<file path="src/hdl/esp_pkg.sv">
// Package for the echo speed estimator: field widths, fixed-point constants
// and window sizing shared by the interfaces, the core and the checker.
// No dependencies.
`timescale 1ns / 1ps
`default_nettype none

package esp_pkg;

  // Field widths.
  localparam int ECHO_W  = 17;
  localparam int GAP_W   = 20;
  localparam int SND_W   = 16;
  localparam int DIST_W  = 15;
  localparam int SPEED_W = 21;

  // Configuration port.
  localparam int CFG_IDX_W  = 1;
  localparam int CFG_DATA_W = 20;
  localparam logic [CFG_IDX_W-1:0] REG_PULSE_GAP   = 1'd0;
  localparam logic [CFG_IDX_W-1:0] REG_SOUND_SPEED = 1'd1;
  localparam logic [GAP_W-1:0] GAP_RESET = 20'd50000;
  localparam logic [SND_W-1:0] SND_RESET = 16'd2248;

  // Averaging window.
  localparam int WINDOW_LEN = 10;
  localparam int SLOT_W     = (WINDOW_LEN > 1) ? $clog2(WINDOW_LEN) : 1;
  localparam int CNT_W      = $clog2(WINDOW_LEN + 1);
  localparam int SUM_W      = SPEED_W + CNT_W;

  // Fixed-point arithmetic.
  localparam int DPROD_W    = ECHO_W + SND_W;          // echo times sound speed
  localparam int DIST_SHIFT = 13;                      // Q0.16 * 2 / 16
  localparam int DIST_MAX   = 32767;
  localparam int SPEED_K    = 2000000;                 // us per s, times two
  localparam int SPEED_K_W  = 21;
  localparam int SPEED_MAX  = 600000;
  localparam int SMAG_W     = 20;                      // holds SPEED_MAX
  localparam int SPROD_W    = DIST_W + SPEED_K_W;
  localparam int DEN_W      = 22;                      // 2*gap + two echo widths
  localparam int DIVD_W     = SPROD_W + 1;             // numerator plus half divisor
  localparam int ITER_W     = $clog2(DIVD_W + 1);

endpackage : esp_pkg

`default_nettype wire

</file>
<file path="src/hdl/esp_in_if.sv">
// Input channel of the echo speed estimator: one echo measurement a beat.
// Depends on esp_pkg.
`timescale 1ns / 1ps
`default_nettype none

interface esp_in_if;
  logic                      valid;
  logic                      ready;
  logic [esp_pkg::ECHO_W-1:0] echo_us;
  logic                      timed_out;

  modport source (output valid, echo_us, timed_out, input ready);
  modport sink   (input valid, echo_us, timed_out, output ready);
endinterface : esp_in_if

`default_nettype wire

</file>
<file path="src/hdl/esp_out_if.sv">
// Result channel of the echo speed estimator: mean speed and distance a beat.
// Depends on esp_pkg.
`timescale 1ns / 1ps
`default_nettype none

interface esp_out_if;
  logic                               valid;
  logic                               ready;
  logic signed [esp_pkg::SPEED_W-1:0] avg_speed;
  logic        [esp_pkg::DIST_W-1:0]  distance;

  modport source (output valid, avg_speed, distance, input ready);
  modport sink   (input valid, avg_speed, distance, output ready);
endinterface : esp_out_if

`default_nettype wire

</file>
<file path="src/hdl/echo_speed_estimator.sv">
// Echo speed estimator top level: sequencer with two multiply steps
// and one shared restoring divider. Depends on esp_pkg, esp_in_if, esp_out_if.
//
// Usage:
//   in_chan carries one echo width a beat (echo_us, timed_out). A beat with
//   timed_out set is consumed and changes nothing. Any other
//   beat yields a distance; when an earlier nonzero width exists, a speed is
//   pushed into a running-mean window and one beat leaves on out_chan with
//   the mean speed and the current distance.
//   The bit-serial divider runs DIVD_W (37) steps for the speed quotient
//   and SUM_W (25) steps for the mean. A measurement with no earlier
//   nonzero width stops once its distance is stored and yields no result.
//   in_chan.ready is high only while the sequencer is idle, so a new
//   measurement is taken only once the last one has left the sequencer.
//   The finished result sits in an output register, so the next measurement
//   is accepted while the receiver stalls; the sequencer then waits at its
//   final step until the register frees up.
//   Reset (rst_n low, synchronous) empties the window, forgets the previous
//   measurement and restores the register defaults. cfg_we writes register
//   cfg_index from cfg_data. The user must write it only while the block
//   is idle; the block itself does not enforce this.
`timescale 1ns / 1ps
`default_nettype none

module echo_speed_estimator (
  input  wire                            clk,
  input  wire                            rst_n,
  esp_in_if.sink                         in_chan,
  esp_out_if.source                      out_chan,
  input  wire                            cfg_we,
  input  wire [esp_pkg::CFG_IDX_W-1:0]   cfg_index,
  input  wire [esp_pkg::CFG_DATA_W-1:0]  cfg_data
);
  import esp_pkg::*;

  // Sequencer states.
  localparam logic [3:0] S_IDLE  = 4'd0;
  localparam logic [3:0] S_DMUL  = 4'd1;
  localparam logic [3:0] S_DIST  = 4'd2;
  localparam logic [3:0] S_SMUL  = 4'd3;
  localparam logic [3:0] S_SLOAD = 4'd4;
  localparam logic [3:0] S_SDIV  = 4'd5;
  localparam logic [3:0] S_SPUSH = 4'd6;
  localparam logic [3:0] S_SSUM  = 4'd7;
  localparam logic [3:0] S_ALOAD = 4'd8;
  localparam logic [3:0] S_ADIV  = 4'd9;
  localparam logic [3:0] S_OUT   = 4'd10;

  logic [3:0]               state_r, state_nxt;
  logic [GAP_W-1:0]         gap_r;
  logic [SND_W-1:0]         snd_r;
  logic [ECHO_W-1:0]        echo_r;
  logic [ECHO_W-1:0]        prev_echo_r;
  logic [DIST_W-1:0]        dist_r;
  logic [DIST_W-1:0]        prev_dist_r;
  logic [DPROD_W-1:0]       dprod_r;
  logic [SPROD_W-1:0]       sprod_r;
  logic [DEN_W-1:0]         den_r;
  logic [DEN_W-1:0]         div_r;
  logic [DEN_W-1:0]         rem_r;
  logic [DIVD_W-1:0]        q_r;
  logic [ITER_W-1:0]        iter_r;
  logic                     neg_r;
  logic signed [SPEED_W-1:0] speed_r;
  logic signed [SPEED_W-1:0] old_r;
  logic signed [SPEED_W-1:0] win_r [WINDOW_LEN];
  logic [SLOT_W-1:0]        slot_r;
  logic [CNT_W-1:0]         cnt_r;
  logic signed [SUM_W-1:0]  sum_r;
  logic                     out_valid_r;
  logic signed [SPEED_W-1:0] out_avg_r;
  logic [DIST_W-1:0]        out_dist_r;

  logic                     in_fire;
  logic                     out_free;
  logic                     win_full;
  logic                     div_last;
  logic [DPROD_W:0]         dist_sum;
  logic [DPROD_W-DIST_SHIFT:0] dist_sh;
  logic [DIST_W-1:0]        dist_sat;
  logic signed [DIST_W:0]   diff;
  logic [DIST_W-1:0]        diff_mag;
  logic [DEN_W:0]           rem_sh;
  logic [DEN_W:0]           rem_trial;
  logic                     q_bit;
  logic [SMAG_W-1:0]        smag;
  logic signed [SPEED_W-1:0] speed_val;
  logic [SUM_W-1:0]         sum_mag;
  logic [SUM_W-1:0]         sum_num;

  assign in_fire  = in_chan.valid && in_chan.ready;
  assign out_free = !out_valid_r || out_chan.ready;
  assign win_full = (cnt_r == CNT_W'(WINDOW_LEN));
  assign div_last = (iter_r == ITER_W'(1));

  assign in_chan.ready      = (state_r == S_IDLE);
  assign out_chan.valid     = out_valid_r;
  assign out_chan.avg_speed = out_avg_r;
  assign out_chan.distance  = out_dist_r;

  // Distance: round the product to 1/16 cm and clamp.
  always_comb begin
    dist_sum = {1'b0, dprod_r} + (DPROD_W + 1)'(1 << (DIST_SHIFT - 1));
    dist_sh  = dist_sum[DPROD_W:DIST_SHIFT];
    dist_sat = (dist_sh > (DPROD_W - DIST_SHIFT + 1)'(DIST_MAX))
               ? DIST_W'(DIST_MAX) : dist_sh[DIST_W-1:0];
  end

  // Distance change since the previous measurement, as sign and magnitude.
  always_comb begin
    diff     = $signed({1'b0, prev_dist_r}) - $signed({1'b0, dist_r});
    diff_mag = diff[DIST_W] ? DIST_W'(-diff) : diff[DIST_W-1:0];
  end

  // Shared restoring divider step: one quotient bit a cycle.
  always_comb begin
    rem_sh    = {rem_r, q_r[DIVD_W-1]};
    rem_trial = rem_sh - {1'b0, div_r};
    q_bit     = (rem_sh >= {1'b0, div_r});
  end

  // Speed from the quotient magnitude, clamped and signed.
  always_comb begin
    smag      = (q_r > DIVD_W'(SPEED_MAX)) ? SMAG_W'(SPEED_MAX) : q_r[SMAG_W-1:0];
    speed_val = neg_r ? -$signed({1'b0, smag}) : $signed({1'b0, smag});
  end

  // Mean numerator: window sum magnitude plus half the fill count.
  always_comb begin
    sum_mag = sum_r[SUM_W-1] ? SUM_W'(-sum_r) : SUM_W'(sum_r);
    sum_num = sum_mag + SUM_W'(cnt_r >> 1);
  end

  // Next-state logic.
  always_comb begin
    state_nxt = state_r;
    unique case (state_r)
      S_IDLE:  if (in_fire && !in_chan.timed_out) state_nxt = S_DMUL;
      S_DMUL:  state_nxt = S_DIST;
      S_DIST:  state_nxt = (prev_echo_r != '0) ? S_SMUL : S_IDLE;
      S_SMUL:  state_nxt = S_SLOAD;
      S_SLOAD: state_nxt = S_SDIV;
      S_SDIV:  if (div_last) state_nxt = S_SPUSH;
      S_SPUSH: state_nxt = S_SSUM;
      S_SSUM:  state_nxt = S_ALOAD;
      S_ALOAD: state_nxt = S_ADIV;
      S_ADIV:  if (div_last) state_nxt = S_OUT;
      S_OUT:   if (out_free) state_nxt = S_IDLE;
      default: state_nxt = S_IDLE;
    endcase
  end

  // Control state, configuration and window bookkeeping.
  always_ff @(posedge clk) begin
    if (!rst_n) begin
      state_r     <= S_IDLE;
      gap_r       <= GAP_RESET;
      snd_r       <= SND_RESET;
      prev_echo_r <= '0;
      prev_dist_r <= '0;
      slot_r      <= '0;
      cnt_r       <= '0;
      sum_r       <= '0;
      out_valid_r <= 1'b0;
    end else begin
      state_r <= state_nxt;
      if (cfg_we) begin
        unique case (cfg_index)
          REG_PULSE_GAP:   gap_r <= cfg_data[GAP_W-1:0];
          REG_SOUND_SPEED: snd_r <= cfg_data[SND_W-1:0];
          default: ;
        endcase
      end
      // The output register loads a new beat or empties once it is taken.
      if (state_r == S_OUT && out_free) out_valid_r <= 1'b1;
      else if (out_valid_r && out_chan.ready) out_valid_r <= 1'b0;
      unique case (state_r)
        S_DIST: begin
          if (prev_echo_r == '0) begin
            prev_echo_r <= echo_r;
            prev_dist_r <= dist_sat;
          end
        end
        S_SMUL: begin
          prev_echo_r <= echo_r;
          prev_dist_r <= dist_r;
        end
        S_SPUSH: begin
          if (win_full) sum_r <= sum_r - SUM_W'(old_r);
        end
        S_SSUM: begin
          sum_r  <= sum_r + SUM_W'(speed_r);
          if (!win_full) cnt_r <= cnt_r + CNT_W'(1);
          slot_r <= (slot_r == SLOT_W'(WINDOW_LEN - 1)) ? '0 : slot_r + SLOT_W'(1);
        end
        default: ;
      endcase
    end
  end

  // Datapath registers: multiplier, divider and staging.
  always_ff @(posedge clk) begin
    case (state_r)
      S_IDLE:  echo_r  <= in_chan.echo_us;
      S_DMUL:  dprod_r <= DPROD_W'(echo_r) * DPROD_W'(snd_r);
      S_DIST: begin
        dist_r <= dist_sat;
        den_r  <= DEN_W'({gap_r, 1'b0}) + DEN_W'(echo_r) + DEN_W'(prev_echo_r);
      end
      S_SMUL: begin
        sprod_r <= SPROD_W'(diff_mag) * SPROD_W'(SPEED_K);
        neg_r   <= diff[DIST_W];
      end
      S_SLOAD: begin
        q_r    <= DIVD_W'(sprod_r) + DIVD_W'(den_r >> 1);
        div_r  <= den_r;
        rem_r  <= '0;
        iter_r <= ITER_W'(DIVD_W);
      end
      S_SDIV, S_ADIV: begin
        rem_r  <= q_bit ? rem_trial[DEN_W-1:0] : rem_sh[DEN_W-1:0];
        q_r    <= {q_r[DIVD_W-2:0], q_bit};
        iter_r <= iter_r - ITER_W'(1);
      end
      S_SPUSH: speed_r <= speed_val;
      S_ALOAD: begin
        q_r    <= DIVD_W'(sum_num) << (DIVD_W - SUM_W);
        div_r  <= DEN_W'(cnt_r);
        rem_r  <= '0;
        iter_r <= ITER_W'(SUM_W);
        neg_r  <= sum_r[SUM_W-1];
      end
      S_OUT: begin
        if (out_free) begin
          out_avg_r  <= neg_r ? -$signed(q_r[SPEED_W-1:0]) : $signed(q_r[SPEED_W-1:0]);
          out_dist_r <= dist_r;
        end
      end
      default: ;
    endcase
  end

  // Speed window store: oldest entry read ahead, newest written after it.
  always_ff @(posedge clk) begin
    if (state_r == S_SMUL) old_r <= win_r[slot_r];
    if (state_r == S_SSUM) win_r[slot_r] <= speed_r;
  end

endmodule : echo_speed_estimator

`default_nettype wire

</file>
<file path="src/flat_wrapper.sv">
// flat-port wrapper written by rule: the top's interface ports become plain ports
module echo_speed_estimator_flat import esp_pkg::*;
  (clk, rst_n, cfg_we, cfg_index, cfg_data, in_chan_valid, in_chan_echo_us, in_chan_timed_out, in_chan_ready, out_chan_valid, out_chan_avg_speed, out_chan_distance, out_chan_ready);
  esp_in_if in_chan_i ();
  esp_out_if out_chan_i ();
  input  wire clk;
  input  wire rst_n;
  input  wire cfg_we;
  input  wire [esp_pkg::CFG_IDX_W-1:0] cfg_index;
  input  wire [esp_pkg::CFG_DATA_W-1:0] cfg_data;
  input wire logic [$bits(in_chan_i.valid)-1:0] in_chan_valid;
  input wire logic [$bits(in_chan_i.echo_us)-1:0] in_chan_echo_us;
  input wire logic [$bits(in_chan_i.timed_out)-1:0] in_chan_timed_out;
  output wire logic [$bits(in_chan_i.ready)-1:0] in_chan_ready;
  output wire logic [$bits(out_chan_i.valid)-1:0] out_chan_valid;
  output wire logic [$bits(out_chan_i.avg_speed)-1:0] out_chan_avg_speed;
  output wire logic [$bits(out_chan_i.distance)-1:0] out_chan_distance;
  input wire logic [$bits(out_chan_i.ready)-1:0] out_chan_ready;
  assign in_chan_i.valid = in_chan_valid;
  assign in_chan_i.echo_us = in_chan_echo_us;
  assign in_chan_i.timed_out = in_chan_timed_out;
  assign in_chan_ready = in_chan_i.ready;
  assign out_chan_valid = out_chan_i.valid;
  assign out_chan_avg_speed = out_chan_i.avg_speed;
  assign out_chan_distance = out_chan_i.distance;
  assign out_chan_i.ready = out_chan_ready;
  echo_speed_estimator u_core (.clk(clk), .rst_n(rst_n), .in_chan(in_chan_i), .out_chan(out_chan_i), .cfg_we(cfg_we), .cfg_index(cfg_index), .cfg_data(cfg_data));
endmodule
</file>
<file path="config.mk">
export PLATFORM = sky130hd
export DESIGN_NAME = echo_speed_estimator_flat
export DESIGN_NICKNAME = d
export VERILOG_FILES = /design/src/hdl/esp_pkg.sv /design/src/hdl/esp_in_if.sv /design/src/hdl/esp_out_if.sv /design/src/hdl/echo_speed_estimator.sv /design/src/flat_wrapper.sv
export SDC_FILE = /design/constraint.sdc
export NUM_CORES = 2
export LEC_CHECK = 0
export CORE_UTILIZATION = 55
export CTS_CLUSTER_SIZE = 12
export DETAILED_ROUTE_END_ITERATION = 6
export DONT_BUFFER_PORTS = 1
export GPL_TIMING_DRIVEN = 1
export PLACE_DENSITY = 0.75
export SETUP_SLACK_MARGIN = 0.1
export SYNTH_ARGS = -nofsm -noshare
export SYNTH_HDL_FRONTEND = slang
export SYNTH_SLANG_ARGS = --single-unit
export TNS_END_PERCENT = 10
</file>
<file path="constraint.sdc">
create_clock -name clk -period 15.74 [get_ports clk]
set_input_delay 4.722 -clock clk [delete_from_list [all_inputs] [get_ports clk]]
set_output_delay 4.722 -clock clk [all_outputs]
set_load 0.1 [all_outputs]
</file>
# Word level (Yosys, flattened, before mapping)
# Memory sizes are Yosys's and may differ from the RTL's. A register that Yosys moved wholly into a read port is not among the register bits.
# Index checks and enable logic that the tools add are counted.
[word_totals]
register_bits = 367
mem_bits_rw = 210
inputBits = 44
out_inout_bits = 38
wordCells = 121
n_memories = 1
[mem_list]
columns = ["memory", "depth", "width", "rd", "rd_ports_with_merged_regs", "write_ports", "line", "rtl"]
rows = [
  ["u_core.win_r", 10, 21, 1, 1, 1, "echo_speed_estimator.sv:66", "logic signed [SPEED_W-1:0] win_r [WINDOW_LEN];"],
]
[classes]
addsub = 16
n_mul = 2
order_cmp = 3
eq_ne = 19
n_mux = 29
bitwise_logic = 2
reduce_logical = 26
[op_table]
columns = ["op", "count"]
rows = [
  ["case mux 37 bit (3 select lines)", 1],
  ["case mux 22 bit (2 select lines)", 2],
  ["two-way mux 25 bit", 2],
  ["case mux 25 bit (2 select lines)", 1],
  ["two-way mux 15 bit", 3],
  ["case mux 4 bit (11 select lines)", 1],
  ["two-way mux 20 bit", 2],
  ["adder 36 x 21 -> 37 bit", 1],
  ["greater-than comparator 37 x 20 -> 1 bit, second input constant", 1],
  ["adder 33 x 13 -> 34 bit, second input constant", 1],
  ["case mux 17 bit (2 select lines)", 1],
  ["multiplier 17 x 16 -> 33 bit", 1],
  ["case mux 15 bit (2 select lines)", 1],
  ["multiplier 15 x 14 -> 29 bit, second input constant", 1],
  ["adder 25 x 21 -> 25 bit", 1],
  ["adder 25 x 3 -> 25 bit", 1],
  ["negation 25 bit", 1],
  ["subtractor 25 x 21 -> 25 bit", 1],
  ["greater-or-equal comparator 23 x 22 -> 1 bit", 1],
  ["adder 21 x 17 -> 22 bit", 1],
  ["adder 22 x 17 -> 22 bit", 1],
  ["two-way mux 22 bit", 1],
  ["subtractor 22 bit", 1],
  ["greater-than comparator 21 x 15 -> 1 bit, second input constant", 1],
  ["other kinds (32)", 68],
]

# Logic depth before layout (Yosys ltp)
[depth]
ltp_word = 5
depth_mapped = 32
depth_no_buf = 30

# Worst setup path before layout
# No wires, ideal clock.
[synth_timing]
path_type = "reg2out"
start = "register u_core.state_r[0]"
end = "output port in_chan_ready"
arrival_ns = 5.102
required_ns = 11.018
setup_slack_ns = 5.916
path_stages_with_launch = 3
path_buffers = 1
path_cell_list = "dfxtp_1 -> clkbuf_1 -> nor4_1"
[synth_between]
elab_chain_len = 1
[synth_rtl]
columns = ["item", "line", "rtl"]
rows = [
  ["start: declaration", "echo_speed_estimator.sv:49", "logic [3:0] state_r, state_nxt;"],
  ["start signal: assignment", "echo_speed_estimator.sv:166", "state_r <= state_nxt;"],
  ["logical NOT 4 bit", "echo_speed_estimator.sv:96", "assign in_chan.ready = (state_r == S_IDLE);"],
  ["end: declaration", "flat_wrapper.sv:14", "output wire logic [$bits(in_chan_i.ready)-1:0] in_chan_ready;"],
]
# Every way passes these cells.

# Worst setup path after layout
[layout_timing]
start = "register u_core.dist_r[3]"
end = "register u_core.sprod_r[35] (data pin)"
[layout_between]
word_cells_on_any_way = 4
cone_classes = "add/sub: 2; mul: 1; mux: 1"
[layout_lines]
columns = ["item", "line", "rtl"]
rows = [
  ["start: declaration", "echo_speed_estimator.sv:54", "logic [DIST_W-1:0] dist_r;"],
  ["start signal: assignment", "echo_speed_estimator.sv:207", "dist_r <= dist_sat;"],
  ["subtractor 15 x 15 -> 16 bit", "echo_speed_estimator.sv:111", "diff = $signed({1'b0, prev_dist_r}) - $signed({1'b0, dist_r});"],
  ["two-way mux 15 bit", "echo_speed_estimator.sv:112", "diff_mag = diff[DIST_W] ? DIST_W'(-diff) : diff[DIST_W-1:0];"],
  ["named net u_core.diff_mag[2]", "echo_speed_estimator.sv:82", "logic [DIST_W-1:0] diff_mag;"],
  ["multiplier 15 x 14 -> 29 bit", "echo_speed_estimator.sv:211", "sprod_r <= SPROD_W'(diff_mag) * SPROD_W'(SPEED_K);"],
  ["end signal: assignment", "echo_speed_estimator.sv:211", ""],
  ["end: declaration", "echo_speed_estimator.sv:57", "logic [SPROD_W-1:0] sprod_r;"],
]
# The timed path passes the listed nets, and every way through them passes these cells.
# A chain may end at the register's enable or synchronous reset.

==> metrics.cfg <==
[worst_setup_path]
reg2reg_slack_ns = 7.78
r2r_start = u_core.dist_r[3]
crit_path_max_fanout = 17
required_ns = 16.20
regToRegEndpoint = u_core.sprod_r[35]
worst_r2r_path_depth = 29
setup.worst_path.class = flip-flop to flip-flop
cp-endpoint = u_core.sprod_r[35]
critPathLaunchType = flip-flop
startpoint = u_core.dist_r[3]
critPathSlowestCell = xnor2_1
end_kind = flip-flop
arrival_ns = 8.42
worst_path_largest_cell_delay_ns = 0.70

[cts]
clk-insertion-delay-late_ns = 0.62
ctsResizeCount = 0
cts_buffers = 67
path_clk_slew_ns = 0.06
cts_root_buffer = clkbuf_16
cts_max_level = 3
cts_tree = yes
cts_buffer_depth = 3
clock-sinks = 586
post_cts_buffers = 0
cts-hold-fix-buffers = 0

[grt]
grt_pass1_vias = 29000
grt_pass1_wl_um = 152000
gr-total-overflow = 0
grtUsageTotal_pct = 24.7
grt_antenna_before_repair = 3
grt_max_degree = 108

[die]
die-area_mm2 = 0.0769
chipHeight_um = 277
io_pins = 82
core-area_mm2 = 0.0747
start_util_pct = 55.8
die_w_um = 277
row_count = 100

[job]
cap_violations = 0

[run_status]
status = complete, no violations

[yosys]
yosysTopAreaCell = edfxtp_1
post_synth_num_cell_types = 77
synth_warnings = 0
synthArstFlopShare_pct = 0
synth_cells = 3920
synth_top_area_share_pct = 34.6
ys_ff_latch = 586
synthTopCellsByArea = edfxtp_1 35%, fa_1 13%, ha_1 9.4%, dfxtp_1 5.1%, nand2_1 4.5%
yosys_most_used_dff = edfxtp_1
synthesis.area_mm2 = 0.0417
avgSynthCellArea_um2 = 10.6
synth-edff-count = 480
ys_seq_area_share_pct = 39.7
syn_nets = 4549

[timing]
finalSetupViolCount = 0
fin_setup_tns_ns = 0
fin_hold_ws_ns = 0.471
slew_headroom_pct = 24.5
fin_crit_sh_pct = 50.6
hold_viol = 0
min_period_ns = 7.96
postLayoutSetupSlackWorst_ns = 7.78
tightest_slew_ns = 1.13
drv_slew = 0
skew_ns = 0.0276
max_freq_mhz = 126
rsz0062_at_grt = no

[layout]
final_nets = 4484
final_common_cell = nand2_1
syn_to_final_growth_pct = 7.76
antenna_cells = 0
drive_gt1_share_pct = 6.01
mostFrequentLayoutCells = 497 x nand2_1, 480 x edfxtp_1, 403 x inv_1
post-route-util_pct = 60.2

[detailed_routing]
post-route-drc-count = 0
via_per_inst = 5.84
vias = 28500
first_iter_violations = 1846
ant_nets = 0
drt-wirelength-per-cell_um = 19.1
drtPass1Iterations = 6
wl_um = 93200

[power_and_ir_drop]
power.switching_mw = 3.10
p_sw_share_pct = 39.7
combPwrFrac_pct = 53.9
leakagePower_nw = 18.3
total_power_mw = 7.81
power.density_cell_area_mw_per_mm2 = 174
sequentialPowerShare_pct = 26.0
clockPowerShare_pct = 20.1
peakVddDrop_v = 0.000348
p_int_mw = 4.72

[min_path]
hold_class = flip-flop to flip-flop
min_from = u_core.dist_r[3]

[placement]
dp_slack_ns = 7.76
dp_hpwl_um = 66400
io_buffers = 0
place_congestion = 0.880

[state kept, by name, summed over array words and instances (netlist names), 6 cells and up]
register	count
u_core.win_r	210
u_core.q_r	37
u_core.sprod_r	29
u_core.sum_r	25
u_core.den_r	22
u_core.div_r	22
u_core.rem_r	22
u_core.dprod_r	21
u_core.old_r	21
u_core.out_chan.avg_speed	21
u_core.speed_r	21
u_core.gap_r	20
u_core.echo_r	17
u_core.prev_echo_r	17
u_core.snd_r	16
u_core.dist_r	15
u_core.out_chan.distance	15
u_core.prev_dist_r	15
u_core.iter_r	6
[logic make-up after synthesis]
group                      Yosys count  share of synthesized area [%]
AOI/OAI and AO/OA                  677                           10.8
xor gates and xnor gates           256                           5.41
DFF                                586                           39.7
buffers and inverters              578                           5.24
and+or+nand+nor                   1166                           13.4
adders and majority gates          585                           22.5
muxes                               72                           3.00
[worst max-delay path: cells and delay by family (launching register included)]
family	cells	cell delay, ns
buffers and inverters	4	0.39
XOR/XNOR	2	0.84
flip-flops	1	0.34
AND/OR/NAND/NOR	1	0.08
AO/OA/AOI/OAI	14	2.74
adder cells (fa/ha/maj)	8	3.39
[Yosys cell counts, types with 9 or more instances]
cell type  instances
buf_1              9
o2111ai_1         12
and3_1            20
nor3b_1           10
a31oi_1           24
a21boi_0          64
or4_1             16
o31ai_1           26
mux4_2            42
ha_1             313
fa_1             272
dfxtp_1          106
nand4_1           28
or3_1             31
nand2_1          497
edfxtp_1         480
nor4_1            24
nor2_1           164
o21a_1            29
o211ai_1          21
nor2b_1           62
o21ai_0          114
o41ai_1           12
a22oi_1           10
o21bai_1          11
and2_1           130
nand2b_1          32
or2_2             12
nor3_1            54
xor2_1           105
a21oi_1          174
a21o_1            64
clkbuf_1         158
a311oi_1          16
a211oi_1          36
mux2i_1           25
nand3_1           60
inv_1            404
xnor2_1          149
[stage by stage]
| step | cells | area, um^2 |
|---|---|---|
| after floorplan | 3920 | 41700 |
| after global placement | 4755 | 42700 |
| after detailed placement | 4755 | 42700 |
| after CTS | 4879 | 44900 |
| after global routing | 4879 | 44900 |
| final | 4879 | 44900 |
[how the worst min path moves through the flow]
stage / endpoint / slack, ns / depth (start not counted)
global placement: u_core.out_chan.distance[3] / 0.43 / 0
floorplan: u_core.out_chan.distance[3] / 0.43 / 0
global route: u_core.out_chan.distance[3] / 0.47 / 0
finish: u_core.out_chan.distance[3] / 0.47 / 0
CTS: u_core.out_chan.distance[3] / 0.46 / 0
detailed placement: u_core.out_chan.distance[3] / 0.45 / 0
[cell type report]
class	instances	area (um^2)
Clock inverter	28	379
Fill cell	5993	29800
Tap cell	969	1210
Clock buffer	96	1870
Timing Repair Buffer	39	313
Sequential cell	586	16500
Multi-Input combinational cell	2756	23100
Inverter	405	1520
[layer usage]
layer	vias up	track usage, %	wire length (um)
li1	13500	-	-
met1	14100	31.8	39100
met2	766	42.2	45600
met3	180	4.24	5760
met4	4	8.06	2760
met5	-	0	23
[power by group through the flow]
stage	logic, mW	clock network [mW]	registers, mW
after detailed placement	4.18	0	2.06
after CTS	4.24	1.60	2.03
after global routing	4.83	1.65	2.04
after floorplan	3.32	0	2.02
after global placement	4.11	0	2.06
final	4.21	1.57	2.03
(Power assumes the default switching activity.)
